`config.mk`:
```
export PLATFORM = sky130hd
export DESIGN_NAME = m68k_effective_address_unit_top_flat
export DESIGN_NICKNAME = d
export VERILOG_FILES = /design/src/m68kea_pkg.sv /design/src/m68kea_req_if.sv /design/src/m68kea_res_if.sv /design/src/m68k_effective_address_unit_top.sv /design/src/flat_wrapper.sv
export SDC_FILE = /design/constraint.sdc
export NUM_CORES = 1
export LEC_CHECK = 0
export BUFFER_PORTS_ARGS = -buffer_cell sky130_fd_sc_hd__buf_2
export CAP_MARGIN = 25
export CORE_AREA = 2 2 379 381
export DETAILED_ROUTE_END_ITERATION = 16
export DIE_AREA = 0 0 381 383
export SETUP_SLACK_MARGIN = 0.15
export SYNTH_ARGS = -nofsm -noshare
export SYNTH_HDL_FRONTEND = slang
export SYNTH_SLANG_ARGS = --single-unit
export TNS_END_PERCENT = 50
```
`constraint.sdc`:
```
create_clock -name clk -period 12.3 [get_ports clk]
set_input_delay 1.23 -clock clk [delete_from_list [all_inputs] [get_ports clk]]
set_output_delay 1.23 -clock clk [all_outputs]
set_load 0.05 [all_outputs]
```
`src/m68kea_pkg.sv`:
```
// Package: request/result payload types and code constants for the effective address unit.
package m68kea_pkg;

  // Function codes of a request.
  localparam logic [1:0] FUNC_ADDR  = 2'd0;
  localparam logic [1:0] FUNC_READ  = 2'd1;
  localparam logic [1:0] FUNC_WRITE = 2'd2;
  localparam logic [1:0] FUNC_BAD   = 2'd3;

  // Operand sizes.
  localparam logic [1:0] SIZE_BYTE = 2'd0;
  localparam logic [1:0] SIZE_WORD = 2'd1;
  localparam logic [1:0] SIZE_LONG = 2'd2;
  localparam logic [1:0] SIZE_BAD  = 2'd3;

  // Memory operation codes of a result.
  localparam logic [1:0] MEM_NONE  = 2'd0;
  localparam logic [1:0] MEM_READ  = 2'd1;
  localparam logic [1:0] MEM_WRITE = 2'd2;

  // Mode field value that selects the submode table.
  localparam logic [2:0] MODE_EXT = 3'd7;

  // General addressing modes.
  localparam logic [3:0] G_DN      = 4'd0;
  localparam logic [3:0] G_AN      = 4'd1;
  localparam logic [3:0] G_AN_IND  = 4'd2;
  localparam logic [3:0] G_POSTINC = 4'd3;
  localparam logic [3:0] G_PREDEC  = 4'd4;
  localparam logic [3:0] G_DISP    = 4'd5;
  localparam logic [3:0] G_INDEX   = 4'd6;
  localparam logic [3:0] G_ABS_W   = 4'd7;
  localparam logic [3:0] G_ABS_L   = 4'd8;
  localparam logic [3:0] G_PC_DISP = 4'd9;
  localparam logic [3:0] G_PC_IDX  = 4'd10;
  localparam logic [3:0] G_IMM     = 4'd11;

  localparam logic [2:0] REG_SP = 3'd7;

  typedef struct packed {
    logic [1:0]  func;
    logic [11:0] accept_mask;
    logic [2:0]  mode;
    logic [2:0]  reg_req;
    logic [1:0]  size;
    logic [31:0] pc_base;
    logic [31:0] ext_words;
    logic [31:0] write_data;
  } req_t;

  typedef struct packed {
    logic        error;
    logic [1:0]  mem_op;
    logic [31:0] address;
    logic [31:0] reg_value;
    logic [1:0]  ext_used;
  } res_t;

  function automatic logic [31:0] sext16(input logic [15:0] v);
    return {{16{v[15]}}, v};
  endfunction

  function automatic logic [31:0] sext8(input logic [7:0] v);
    return {{24{v[7]}}, v};
  endfunction

  function automatic logic [31:0] size_mask(input logic [1:0] sz);
    logic [31:0] m;
    unique case (sz)
      SIZE_BYTE: m = 32'h0000_00FF;
      SIZE_WORD: m = 32'h0000_FFFF;
      default:   m = 32'hFFFF_FFFF;
    endcase
    return m;
  endfunction

endpackage

```
`src/m68kea_req_if.sv`:
```
// Interface: request channel carrying one operand access request.
interface m68kea_req_if
  import m68kea_pkg::*;
();
  logic valid;
  logic ready;
  req_t payload;

  modport source (output valid, output payload, input ready);
  modport sink (input valid, input payload, output ready);
endinterface

```
`src/m68kea_res_if.sv`:
```
// Interface: result channel carrying one effective address result.
interface m68kea_res_if
  import m68kea_pkg::*;
();
  logic valid;
  logic ready;
  res_t payload;

  modport source (output valid, output payload, input ready);
  modport sink (input valid, input payload, output ready);
endinterface

```
`src/m68k_effective_address_unit_top.sv`:
```
// Pipeline: a request is captured in the input register, then its result in the result register.
// Throughput: one request per cycle while results are accepted; the register read and address
// add are combinational, and the writeback of the eight data and eight address registers
// lands on the same edge as the result register.
// A stalled result holds the request in the input register, which then blocks new requests.
// Reset (rst, synchronous, active high) clears all sixteen registers and both valid flags.
module m68k_effective_address_unit_top
  import m68kea_pkg::*;
(
  input  logic         clk,
  input  logic         rst,
  m68kea_req_if.sink   req,
  m68kea_res_if.source res
);

  // Register file: eight data and eight address registers.
  logic [31:0] data_regs [8];
  logic [31:0] addr_regs [8];

  // Input register.
  logic in_valid;
  req_t in_q;

  // Result register.
  logic out_valid;
  res_t out_q;

  // Item in the input register moves on when the result register is free or being emptied.
  logic advance;
  assign advance   = in_valid && (!out_valid || res.ready);
  assign req.ready = !in_valid || advance;

  always_ff @(posedge clk) begin
    if (rst) begin
      in_valid <= 1'b0;
    end else if (req.ready) begin
      in_valid <= req.valid;
    end
    if (req.valid && req.ready) begin
      in_q <= req.payload;
    end
  end

  // ---------------------------------------------------------------------------
  // Decode
  // ---------------------------------------------------------------------------
  logic [3:0]  g;
  logic        err;
  logic [15:0] w1;
  logic [31:0] step;

  assign w1 = in_q.ext_words[31:16];
  assign g  = (in_q.mode != MODE_EXT) ? {1'b0, in_q.mode} : (G_ABS_W + {1'b0, in_q.reg_req});

  always_comb begin
    err = 1'b0;
    if (g > G_IMM) begin
      err = 1'b1;
    end else if (!in_q.accept_mask[g] || in_q.func == FUNC_BAD || in_q.size == SIZE_BAD) begin
      err = 1'b1;
    end else if (in_q.func == FUNC_ADDR &&
                 (g == G_DN || g == G_AN || g == G_POSTINC || g == G_PREDEC || g == G_IMM)) begin
      err = 1'b1;
    end else if (in_q.func == FUNC_WRITE && g == G_IMM) begin
      err = 1'b1;
    end
  end

  // Byte access through the stack pointer keeps it word aligned.
  always_comb begin
    unique case (in_q.size)
      SIZE_BYTE: step = (in_q.reg_req == REG_SP) ? 32'd2 : 32'd1;
      SIZE_WORD: step = 32'd2;
      default:   step = 32'd4;
    endcase
  end

  // ---------------------------------------------------------------------------
  // Register read ports: A for the named register, B for the brief index register
  // ---------------------------------------------------------------------------
  logic [31:0] port_a;
  logic [31:0] areg;
  logic [2:0]  idx_sel;
  logic [31:0] idx_raw;
  logic [31:0] idx_val;
  logic [31:0] idx_off;

  assign areg    = addr_regs[in_q.reg_req];
  assign port_a  = (g == G_DN) ? data_regs[in_q.reg_req] : areg;
  assign idx_sel = w1[14:12];
  assign idx_raw = w1[15] ? addr_regs[idx_sel] : data_regs[idx_sel];
  assign idx_val = w1[11] ? idx_raw : sext16(idx_raw[15:0]);
  assign idx_off = idx_val + sext8(w1[7:0]);

  // ---------------------------------------------------------------------------
  // Address, value and writeback
  // ---------------------------------------------------------------------------
  res_t        res_next;
  logic        wr_en;
  logic        wr_addr_reg;
  logic [31:0] wr_value;
  logic [31:0] merged;
  logic [31:0] predec;

  assign merged = (port_a & ~size_mask(in_q.size)) | (in_q.write_data & size_mask(in_q.size));
  assign predec = areg - step;

  always_comb begin
    res_next    = '0;
    wr_en       = 1'b0;
    wr_addr_reg = 1'b1;
    wr_value    = merged;
    if (err) begin
      res_next.error = 1'b1;
    end else begin
      unique case (g)
        G_DN, G_AN: begin
          if (in_q.func == FUNC_READ) begin
            res_next.reg_value = port_a & size_mask(in_q.size);
          end else begin
            wr_en       = 1'b1;
            wr_addr_reg = (g == G_AN);
          end
        end
        G_AN_IND: res_next.address = areg;
        G_POSTINC: begin
          res_next.address = areg;
          wr_en            = 1'b1;
          wr_value         = areg + step;
        end
        G_PREDEC: begin
          res_next.address = predec;
          wr_en            = 1'b1;
          wr_value         = predec;
        end
        G_DISP: begin
          res_next.address  = areg + sext16(w1);
          res_next.ext_used = 2'd1;
        end
        G_INDEX: begin
          res_next.address  = areg + idx_off;
          res_next.ext_used = 2'd1;
        end
        G_ABS_W: begin
          res_next.address  = sext16(w1);
          res_next.ext_used = 2'd1;
        end
        G_ABS_L: begin
          res_next.address  = in_q.ext_words;
          res_next.ext_used = 2'd2;
        end
        G_PC_DISP: begin
          res_next.address  = in_q.pc_base + sext16(w1);
          res_next.ext_used = 2'd1;
        end
        G_PC_IDX: begin
          res_next.address  = in_q.pc_base + idx_off;
          res_next.ext_used = 2'd1;
        end
        default: begin
          // Immediate: byte takes the low byte of the first word, word the first word, long both words.
          unique case (in_q.size)
            SIZE_BYTE: begin
              res_next.reg_value = {24'd0, w1[7:0]};
              res_next.ext_used  = 2'd1;
            end
            SIZE_WORD: begin
              res_next.reg_value = {16'd0, w1};
              res_next.ext_used  = 2'd1;
            end
            default: begin
              res_next.reg_value = in_q.ext_words;
              res_next.ext_used  = 2'd2;
            end
          endcase
        end
      endcase
      if (g >= G_AN_IND && g <= G_PC_IDX && in_q.func != FUNC_ADDR) begin
        res_next.mem_op = in_q.func;
      end
    end
  end

  // Register file write lands on the same edge as the result, so the next
  // request in the input register already sees it.
  always_ff @(posedge clk) begin
    if (rst) begin
      for (int i = 0; i < 8; i++) begin
        data_regs[i] <= '0;
        addr_regs[i] <= '0;
      end
    end else if (advance && wr_en) begin
      if (wr_addr_reg) begin
        addr_regs[in_q.reg_req] <= wr_value;
      end else begin
        data_regs[in_q.reg_req] <= wr_value;
      end
    end
  end

  // Result register.
  always_ff @(posedge clk) begin
    if (rst) begin
      out_valid <= 1'b0;
    end else if (advance) begin
      out_valid <= 1'b1;
    end else if (res.ready) begin
      out_valid <= 1'b0;
    end
    if (advance) begin
      out_q <= res_next;
    end
  end

  assign res.valid   = out_valid;
  assign res.payload = out_q;

endmodule
```
`src/flat_wrapper.sv`:
```
// flat-port wrapper written by rule: the top's interface ports become plain ports
module m68k_effective_address_unit_top_flat import m68kea_pkg::*;
  (clk, rst, req_valid, req_payload, req_ready, res_valid, res_payload, res_ready);
  m68kea_req_if req_i ();
  m68kea_res_if res_i ();
  input  logic clk;
  input  logic rst;
  input wire logic [$bits(req_i.valid)-1:0] req_valid;
  input wire logic [$bits(req_i.payload)-1:0] req_payload;
  output wire logic [$bits(req_i.ready)-1:0] req_ready;
  output wire logic [$bits(res_i.valid)-1:0] res_valid;
  output wire logic [$bits(res_i.payload)-1:0] res_payload;
  input wire logic [$bits(res_i.ready)-1:0] res_ready;
  assign req_i.valid = req_valid;
  assign req_i.payload = req_payload;
  assign req_ready = req_i.ready;
  assign res_valid = res_i.valid;
  assign res_payload = res_i.payload;
  assign res_i.ready = res_ready;
  m68k_effective_address_unit_top u_core (.clk(clk), .rst(rst), .req(req_i), .res(res_i));
endmodule
```
# [Word-level counts from Yosys, hierarchy flattened]
# Memory sizes are Yosys's and may differ from the RTL's. A register that Yosys moved wholly into a read port is not among the register bits.
# Cells that the tools add are included.
[word_totals] wordCells=137 in_bits=122 output_inout_bits=71 register_bits=189 ramBits=512 memories=2
[mem_list] memory="u_core.addr_regs" words=8 word_bits=32 rd=2 rd_ports_with_merged_regs=2 wr=8 line_no="m68k_effective_address_unit_top.sv:18" rtl="logic [31:0] addr_regs [8];"
[mem_list] memory="u_core.data_regs" words=8 word_bits=32 rd=2 rd_ports_with_merged_regs=2 wr=8 line_no="m68k_effective_address_unit_top.sv:17" rtl="logic [31:0] data_regs [8];"
[op_classes] bitwise_logic=6 n_reduce_logical=32 eq_ne=18 add_sub_neg=8 muxes=52 order_cmp=4
[op_table] cell="32-bit two-way mux" n=10
[op_table] cell="32-bit one-hot mux with 2 select lines" n=4
[op_table] cell="32-bit one-hot mux with 8 select lines" n=1
[op_table] cell="32-bit adder" n=6
[op_table] cell="32-bit bitwise AND" n=3
[op_table] cell="34-bit one-hot mux with 2 select lines" n=1
[op_table] cell="32-bit OR reduction" n=2
[op_table] cell="32-bit inverter" n=1
[op_table] cell="32-bit bitwise OR" n=1
[op_table] cell="32-bit subtractor" n=1
[op_table] cell="1-bit two-way mux" n=25
[op_table] cell="3-bit two-way mux" n=6
[op_table] cell="4-bit by 3-bit == test with 1-bit output, second input constant" n=4
[op_table] cell="4-bit == test, second input constant" n=4
[op_table] cell="5-bit OR reduction" n=2
[op_table] cell="9-bit OR reduction" n=1
[op_table] cell="4-bit by 2-bit == test with 1-bit output, second input constant" n=2
[op_table] cell="1-bit logical OR" n=8
[op_table] cell="2-bit OR reduction" n=4
[op_table] cell="1-bit logical AND" n=7
[op_table] cell="2-bit == test, second input constant" n=3
[op_table] cell="2-bit one-hot mux with 3 select lines" n=1
[op_table] cell="4-bit by 5-bit < comparator with 1-bit output, second input constant" n=1
[op_table] cell="3-bit by 3-bit adder with 4-bit output, first input constant" n=1
[op_table] cell="16 further kinds" n=21

# [Longest topological paths before layout]
# Gate-level depths: netlist (run 1).
[depth] ltp_word=18 ltp_mapped=28

# [Least setup slack after synthesis (run 1)]
# No wires, ideal clock.
[synth_path] kind="register to register" startpoint="register with a tool-made name" endpoint="register u_core.out_q, in the netlist u_core.res.payload[59], data pin" required_time_ps=12140 stages_incl_launch_ff=29 arrival_ps=6892 setup_slack_ps=5248 setup_ps=160 path_buffers=3 cell_sequence="dfxtp_1 > buf_1 > clkbuf_1 > buf_1 > mux4_2 > mux4_2 > ha_1 > fa_1 > a21o_1 > a21oi_1 > o21ai_0 > a41oi_1 > nor2b_1 > o21a_1 > o21ai_0 > nand2b_1 > a21oi_1 > xnor2_1 > ha_1 > a2111oi_0 > o21ai_0 > a22oi_1 > o31ai_1 > a211oi_1 > nor2_1 > o41ai_1 > xnor2_1 > nand2_1 > a41oi_1"
[synth_rtl] element="to (signal assigned)" line_no="m68k_effective_address_unit_top.sv:211" rtl="out_q <= res_next;"
[synth_rtl] element="to (decl)" line_no="m68k_effective_address_unit_top.sv:26" rtl="res_t out_q;"

==> impl_results.md, run 1 <==
- Status: finished, final reports clean
- Post-synthesis mux area share: 19.1%
- Yosys warns: 0
- Commonest non-fill, non-tap cell in the layout: edfxtp_1
- DR pass1 iterations: 6
- Ant. Diodes: 0
- Fin crit period: 7.81 ns
- Root Buffer Master: clkbuf_16
- Seq/Total Area, Yosys: 50.0%
- Compound-gate portion of the synthesized area: about 10%
- Hold crit path type: reg -> reg
- Final Max Tran Viols: 0
- Initial antenna violation count: 8
- Synth Instances: 3,450
- Switching share of power: 31.8%
- Synth Register Bits: roughly 700
- Initial Util: 29.7%
- Clock Skew: roughly 0.034 ns
- Setup violators final: 0
- Syn Area/Cell: 12.3 um^2
- H-tree lvl count: 3
- Clock buffer depth: 3
- First-pass GRT wire length: 219 mm
- Final period util: 63.5%
- Number of flops mapped to enable cells by yosys: between 600 and 700
- Clock buffer count from CTS: between 70 and 80
- Drt wl/cell: 27.6 um
- Maximum capacitance violations: 0
- Arr. time, crit path: about 8.2 ns
- Syn Nets: 3,678
- Pin count of the biggest net entering global routing: between 100 and 150
- Vias: 31,600
- P_sw: ~2.2 mW
- Fin. Hold Viols: 0
- RSZ-0062 raised after global routing: false
- Worst Path Class, Setup: reg -> reg
- Top FF cell, synth: edfxtp_1
- Num rows: 139
- Commonest non-fill, non-tap cells in the layout: edfxtp_1 (699), nor2_1 (692), mux4_2 (279), a21oi_1 (198), buf_2 (192)
- Layout net count: around 3,800
- Post-Route WL: 153 mm
- Clock latency on the worst-skew pair: 0.67 ns
- Simple-gate share of the synthesized area: ~12%
- CTS tree: yes
- Pre-CTS setup slack: around 4.4 ns
- Post-CTS resize count: 0
- Iteration-0 DRC Markers: 3,809
- Port bufs: roughly 190
- Leakage: 17.1 nW
- Cell Area, Synth: 42,300 um^2
- Worst Max-Slew Pin Slew: 1.14 ns
- DRC violations left: 0
- CORE AREA: 142,000 um^2
- Kind of end point of the critical path: register
- Layout cells sized above 1: a little under a quarter
- Final Worst Setup Slack: roughly 4.5 ns
- DP Wirelength: 102 mm
- Flop pwr share: 40.3%
- P_int: 4.79 mW
- Xor/xnor cell area share of the yosys netlist: 2.19%
- Number of global-route vias before repair: slightly above 30,000
- Total clock sinks: 707
- Adder-cell area share of the yosys netlist: roughly 3.2%
- Ports: 193
- Routed vias/inst: 5.69
- Die height: 383 um
- Clock power share: 32.9%
- RD Place Congestion: 0.946
- Ys async rst share: 0%
- Synth cell types: 103
- Combinational fraction of design power: 26.7%
- Critical Path Source Type: register
- Die width: 381 um
- Area added between synthesis and finish: 13.4%
- GRT Overall Usage: 20.4%
- Grt ovf: 0
- Clock slew at reported path FFs: 0.06 ns
- Setup TNS: 0 ns
- Post-CTS Hold Fix Bufs: 0
- Full die area: 146,000 um^2
- Combinational family with the most area after synthesis: multiplexers
- Post-DRT Antenna Nets: 0
- Area of the multi-input gates: 19,900 um^2
- Fillers: 14,100
- Post-CTS setup buffers: 0
- Worst EP required: ~13 ns
- Slew headroom: between 20% and 30%
- Peak supply drop: 0.000124 V
- Reg area: 21,200 um^2
- Fmax: 128 MHz
- Crit path max fanout: 36
- Power Density: 146 nW/um^2
## worst paths after layout
kind,start,to,slack [ns],depth (start not counted)
min reg2reg,u_core.in_valid$_SDFFE_PP0N_,u_core.in_valid$_SDFFE_PP0N_,0.54,2
max,register,u_core.res.payload[64]$_SDFFCE_PP0P_,4.49,21
min,u_core.in_valid$_SDFFE_PP0N_,u_core.in_valid$_SDFFE_PP0N_,0.54,2
max reg2reg,register,u_core.res.payload[64]$_SDFFCE_PP0P_,4.49,21
## state kept, by name, indices dropped and copies added, names as in the netlist, named ones only
register	cells
u_core.res.valid	1
u_core.in_valid	1
u_core.data_regs	256
u_core.idx_sel	3
u_core.addr_regs	256
u_core.in_q	115
u_core.res.payload	69
## cells in the mapped netlist (7+ instances only)
| cell | instances | area share [%] |
|---|---|---|
| mux4_2 | 279 | 15 |
| a41oi_1 | 9 | 0.19 |
| a22oi_1 | 40 | 0.71 |
| a222oi_1 | 14 | 0.33 |
| o21ai_1 | 7 | 0.083 |
| xor2_1 | 37 | 0.77 |
| and2_1 | 21 | 0.31 |
| nor2_1 | 695 | 6.2 |
| inv_1 | 36 | 0.32 |
| buf_8 | 7 | 0.25 |
| a31oi_1 | 29 | 0.43 |
| o211ai_1 | 14 | 0.25 |
| a32oi_1 | 7 | 0.14 |
| nand4_1 | 18 | 0.27 |
| a221oi_1 | 17 | 0.35 |
| nand3b_1 | 11 | 0.20 |
| dfxtp_1 | 8 | 0.38 |
| nor2_2 | 30 | 0.44 |
| clkbuf_1 | 151 | 1.3 |
| o21bai_1 | 22 | 0.39 |
| nor3_1 | 40 | 0.47 |
| ha_1 | 101 | 3.0 |
| a21oi_1 | 199 | 2.4 |
| nand2b_1 | 39 | 0.58 |
| o21ai_0 | 82 | 0.97 |
| buf_4 | 10 | 0.18 |
| nand3_1 | 65 | 0.77 |
| nor2b_1 | 17 | 0.25 |
| a211oi_1 | 20 | 0.36 |
| mux2_2 | 49 | 1.3 |
| buf_2 | 40 | 0.47 |
| buf_6 | 11 | 0.29 |
| and3_1 | 21 | 0.31 |
| o31ai_1 | 11 | 0.20 |
| or2_2 | 7 | 0.10 |
| o21a_1 | 16 | 0.28 |
| edfxtp_1 | 699 | 50 |
| buf_1 | 26 | 0.23 |
| nand2_1 | 171 | 1.5 |
| mux2i_1 | 116 | 2.7 |
| a21o_1 | 46 | 0.82 |
| xnor2_1 | 66 | 1.4 |
## per-stage QoR
stage	instances	hold slack [ns]	instance area, um^2	utilization (%)	power (mW)
2_1_floorplan	3450	0.478	42300	-	4.17
3_3_place_gp	5407	0.532	45400	31.9	4.70
3_5_place_dp	5410	0.539	45500	32.0	4.71
4_1_cts	5544	0.546	47900	33.7	7.01
5_1_grt	5547	0.582	48000	33.7	7.27
6_report	5547	0.543	48000	33.7	7.02
## layout make-up
class                   instances  area share, %
clock inverters                39          0.945
clock buffers                  95           4.09
inverters                      39          0.316
flip-flops and latches        707           44.1
well taps                    1903           4.97
repair buffers                307           3.96
multi-input cells            2457           41.6
## per-layer routing
metal | track usage [%] | routed length (um) | vias up
li1 | - | - | 13500
met1 | 26.9 | 60000 | 15800
met2 | 32.4 | 69800 | 1868
met3 | 4.42 | 15500 | 363
met4 | 9.02 | 7520 | 14
met5 | 0 | 89 | -
## power by group through the flow
stage	registers [mW]	logic, mW	clock network [mW]
6_report	2.83	1.88	2.31
5_1_grt	2.84	2.00	2.42
4_1_cts	2.83	1.84	2.34
3_5_place_dp	2.88	1.83	0
3_3_place_gp	2.88	1.83	0
2_1_floorplan	2.87	1.30	0
## critical path, cell delays in order (launching register included)
cell and delay, ns:
dfxtp_4 0.81, buf_4 0.73, mux4_2 0.59, mux4_2 0.52
nand2b_1 0.46, nand2_1 0.11, ha_1 0.43, nand3_1 0.16
nor3_1 0.42, nand2_1 0.11, a311oi_1 0.66, o211ai_1 0.28
o211ai_1 0.20, a31oi_1 0.14, xnor2_1 0.14, ha_1 0.36
and3_1 0.22, nand2_1 0.08, a2111oi_0 0.69, o21ai_0 0.21
nand3b_1 0.12, a31oi_1 0.08
## logic make-up (layout without fill, tap and decap cells)
family	Yosys count	in the layout
muxes	448	448
AOI/OAI and AO/OA	623	623
xor gates and xnor gates	104	104
and+or+nand+nor	1176	1176
buffers and inverters	286	480
adders and majority gates	106	106
DFF	707	707
(Power assumes the default switching activity.)
==> inputs of run 2 (changes only) <==
==> constraint.sdc (replaced) <==
create_clock -name clk -period 6.3 [get_ports clk]
set_input_delay 0.63 -clock clk [delete_from_list [all_inputs] [get_ports clk]]
set_output_delay 0.63 -clock clk [all_outputs]
set_load 0.05 [all_outputs]
==> impl_results.md, run 2 (synthesis results as in run 1) <==
- Status: finished, final reports clean
- CORE AREA: 142,000 um^2 (unchanged)
- Maximum capacitance violations: 0 (unchanged)
- Final period util: 95.8% (+32 points)
- DRC violations left: 0 (unchanged)
- Die height: 383 um (unchanged)
- Crit path max fanout: 11 (-69%)
- Vias: 32,600 (+3.1%)
- Fmax: 166 MHz (+29%)
- Slowest library cell on the worst path: mux4_2
- Full die area: 146,000 um^2 (unchanged)
- Final Max Tran Viols: 0 (unchanged)
- H-tree lvl count: 3 (unchanged)
- Die width: 381 um (unchanged)
- Setup TNS: 0 ns (unchanged)
- Kind of end point of the critical path: register
- Number of global-route vias before repair: 32,000 (+2.9%)
- First-pass GRT wire length: 225 mm (+2.7%)
- Initial Util: 29.7% (unchanged)
- Worst Max-Slew Pin Slew: 1.30 ns (+0.159 ns)
- Ports: 193 (unchanged)
- Post-DRT Antenna Nets: 0 (unchanged)
- Num rows: 139 (unchanged)
- Total clock sinks: 707 (unchanged)
- Slew headroom: 13.5% (-11 points)
- Ant. Diodes: 0 (unchanged)
- Fin. Hold Viols: 0 (unchanged)
- Area added between synthesis and finish: 18.2%
- Hold crit path type: in -> reg
- Worst EP required: 6.82 ns (-5.88 ns)
- RD Place Congestion: 0.963 (+1.9%)
- Arr. time, crit path: 6.56 ns (-1.65 ns)
- Clock latency on the worst-skew pair: 0.70 ns (+0.03 ns)
- DR pass1 iterations: 8 (+2)
- Leakage: 18.1 nW (+6.2%)
- Worst Path Class, Setup: reg -> reg
- Post-Route WL: 158 mm (+3.1%)
- Initial antenna violation count: 9 (+1)
- Peak supply drop: 0.000237 V (+91%)
- Clock buffer depth: 3 (unchanged)
- Grt ovf: 0 (unchanged)
- Drt wl/cell: 27.6 um (about the same)
- Clock buffer count from CTS: 74 (unchanged)
- Top Registers: u_core.addr_regs: 256 flops, u_core.data_regs: 256 flops, u_core.in_q: 115 flops
- Post-CTS Hold Fix Bufs: 0 (unchanged)
- Hold slack: 0.114 ns (-0.429 ns)
- Clock slew at reported path FFs: 0.07 ns (about the same)
- Pin count of the biggest net entering global routing: 71 (-37%)
- Area of the multi-input gates: 20,200 um^2 (+1.5%)
- Iteration-0 DRC Markers: 4,480 (+18%)
- DP Wirelength: 108 mm (+6.0%)
- Routed vias/inst: 5.68 (-0.15%)
- Commonest non-fill, non-tap cells in the layout: edfxtp_1 (699), nor2_1 (689), mux4_2 (279), buf_4 (256), buf_2 (192)
- Power Density: 282 nW/um^2 (+93%)
- GRT Overall Usage: 21.0% (+0.55 points)
- Clock Skew: 0.0378 ns (+0.00356 ns)
- Fillers: 13,900 (-1.1%)
- Layout cells sized above 1: 28.6% (+5.0 points)
- Setup violators final: 0 (unchanged)
- HP Start: req_payload[50]
- RSZ-0062 raised after global routing: true
- Fin crit period: 6.04 ns (-1.77 ns)
- Commonest non-fill, non-tap cell in the layout: edfxtp_1
- Layout net count: 3,997 (+4.8%)
- Reg area: 21,200 um^2 (unchanged)
- Root Buffer Master: clkbuf_16
- CTS tree: yes
- Slowest stage delay, CP: 0.56 ns (-0.25 ns)
- Port bufs: 192 (unchanged)
- Critical Path Source Type: register
run 2: changes by cell type in the layout (fill, tap and decap cells not counted), moves of 7 or more:
cell,before,now
buf_12,1,23
a21oi_1,198,190
o21ai_1,7,14
buf_6,0,8
o21ai_0,82,74
ha_1,101,93
buf_4,111,256
run 2: worst max-delay path, delay by kind of cell (launching register included):
family,cells,cell delay [ns]
compound gates,7,1.48
xor+xnor,2,0.32
fa+ha+maj,2,0.59
buf+inv,7,1.00
flops,1,0.37
mux,2,1.07
simple gates,8,1.00
run 2: worst paths after layout:
kind	to	slack, ns	cells after the start
setup / recovery	u_core.res.payload[65]$_SDFFCE_PP0P_	0.26	28
hold reg to reg	u_core.in_valid$_SDFFE_PP0N_	0.56	2
hold / removal	u_core.in_q[50]$_DFFE_PP_	0.11	1
setup reg to reg	u_core.res.payload[65]$_SDFFCE_PP0P_	0.26	28
run 2: cell type report:
type,instances,share of cell area (%)
Sequential cell,707,42.4
Timing Repair Buffer,490,7.39
Clock buffer,91,3.90
Multi-Input combinational cell,2457,40.5
Tap cell,1903,4.76
Clock inverter,40,0.784
Inverter,39,0.303
run 2: routing by layer:
metal	up-vias	part of all wire, %	wire length (um)	global-route usage, %
li1	13900	-	-	-
met1	16300	38	60700	27.2
met2	2024	46	72800	33.8
met3	376	11	16700	4.65
met4	8	4.8	7510	9.13
met5	-	0.034	54	0
run 2: timing repair:
action                                  in CTS  in global routing
pin swaps                                    1                 36
cloned                                       1                  4
resized for setup                           11                 74
setup buffers                                1                 26
endpoints found under the setup margin       8                 14
run 2: through the flow:
stage | setup WS, ns | util, % | cells | instance area, um^2 | total power, mW
floorplan | 0.152 | - | 3450 | 42300 | 8.16
global placement | -0.105 | 33.0 | 5564 | 46900 | 9.52
detailed placement | -0.0920 | 33.0 | 5564 | 46900 | 9.53
CTS | 0.161 | 34.7 | 5697 | 49300 | 13.9
global route | 0.0641 | 35.1 | 5727 | 50000 | 14.6
finish | 0.263 | 35.1 | 5727 | 50000 | 14.1
run 2: report_power, final:
part / leakage, nW / internal (mW) / switching [mW]
Sequential: 7.17 / 5.36 / 0.174
Clock: 1.14 / 2.36 / 2.01
Combinational: 9.81 / 1.78 / 2.44
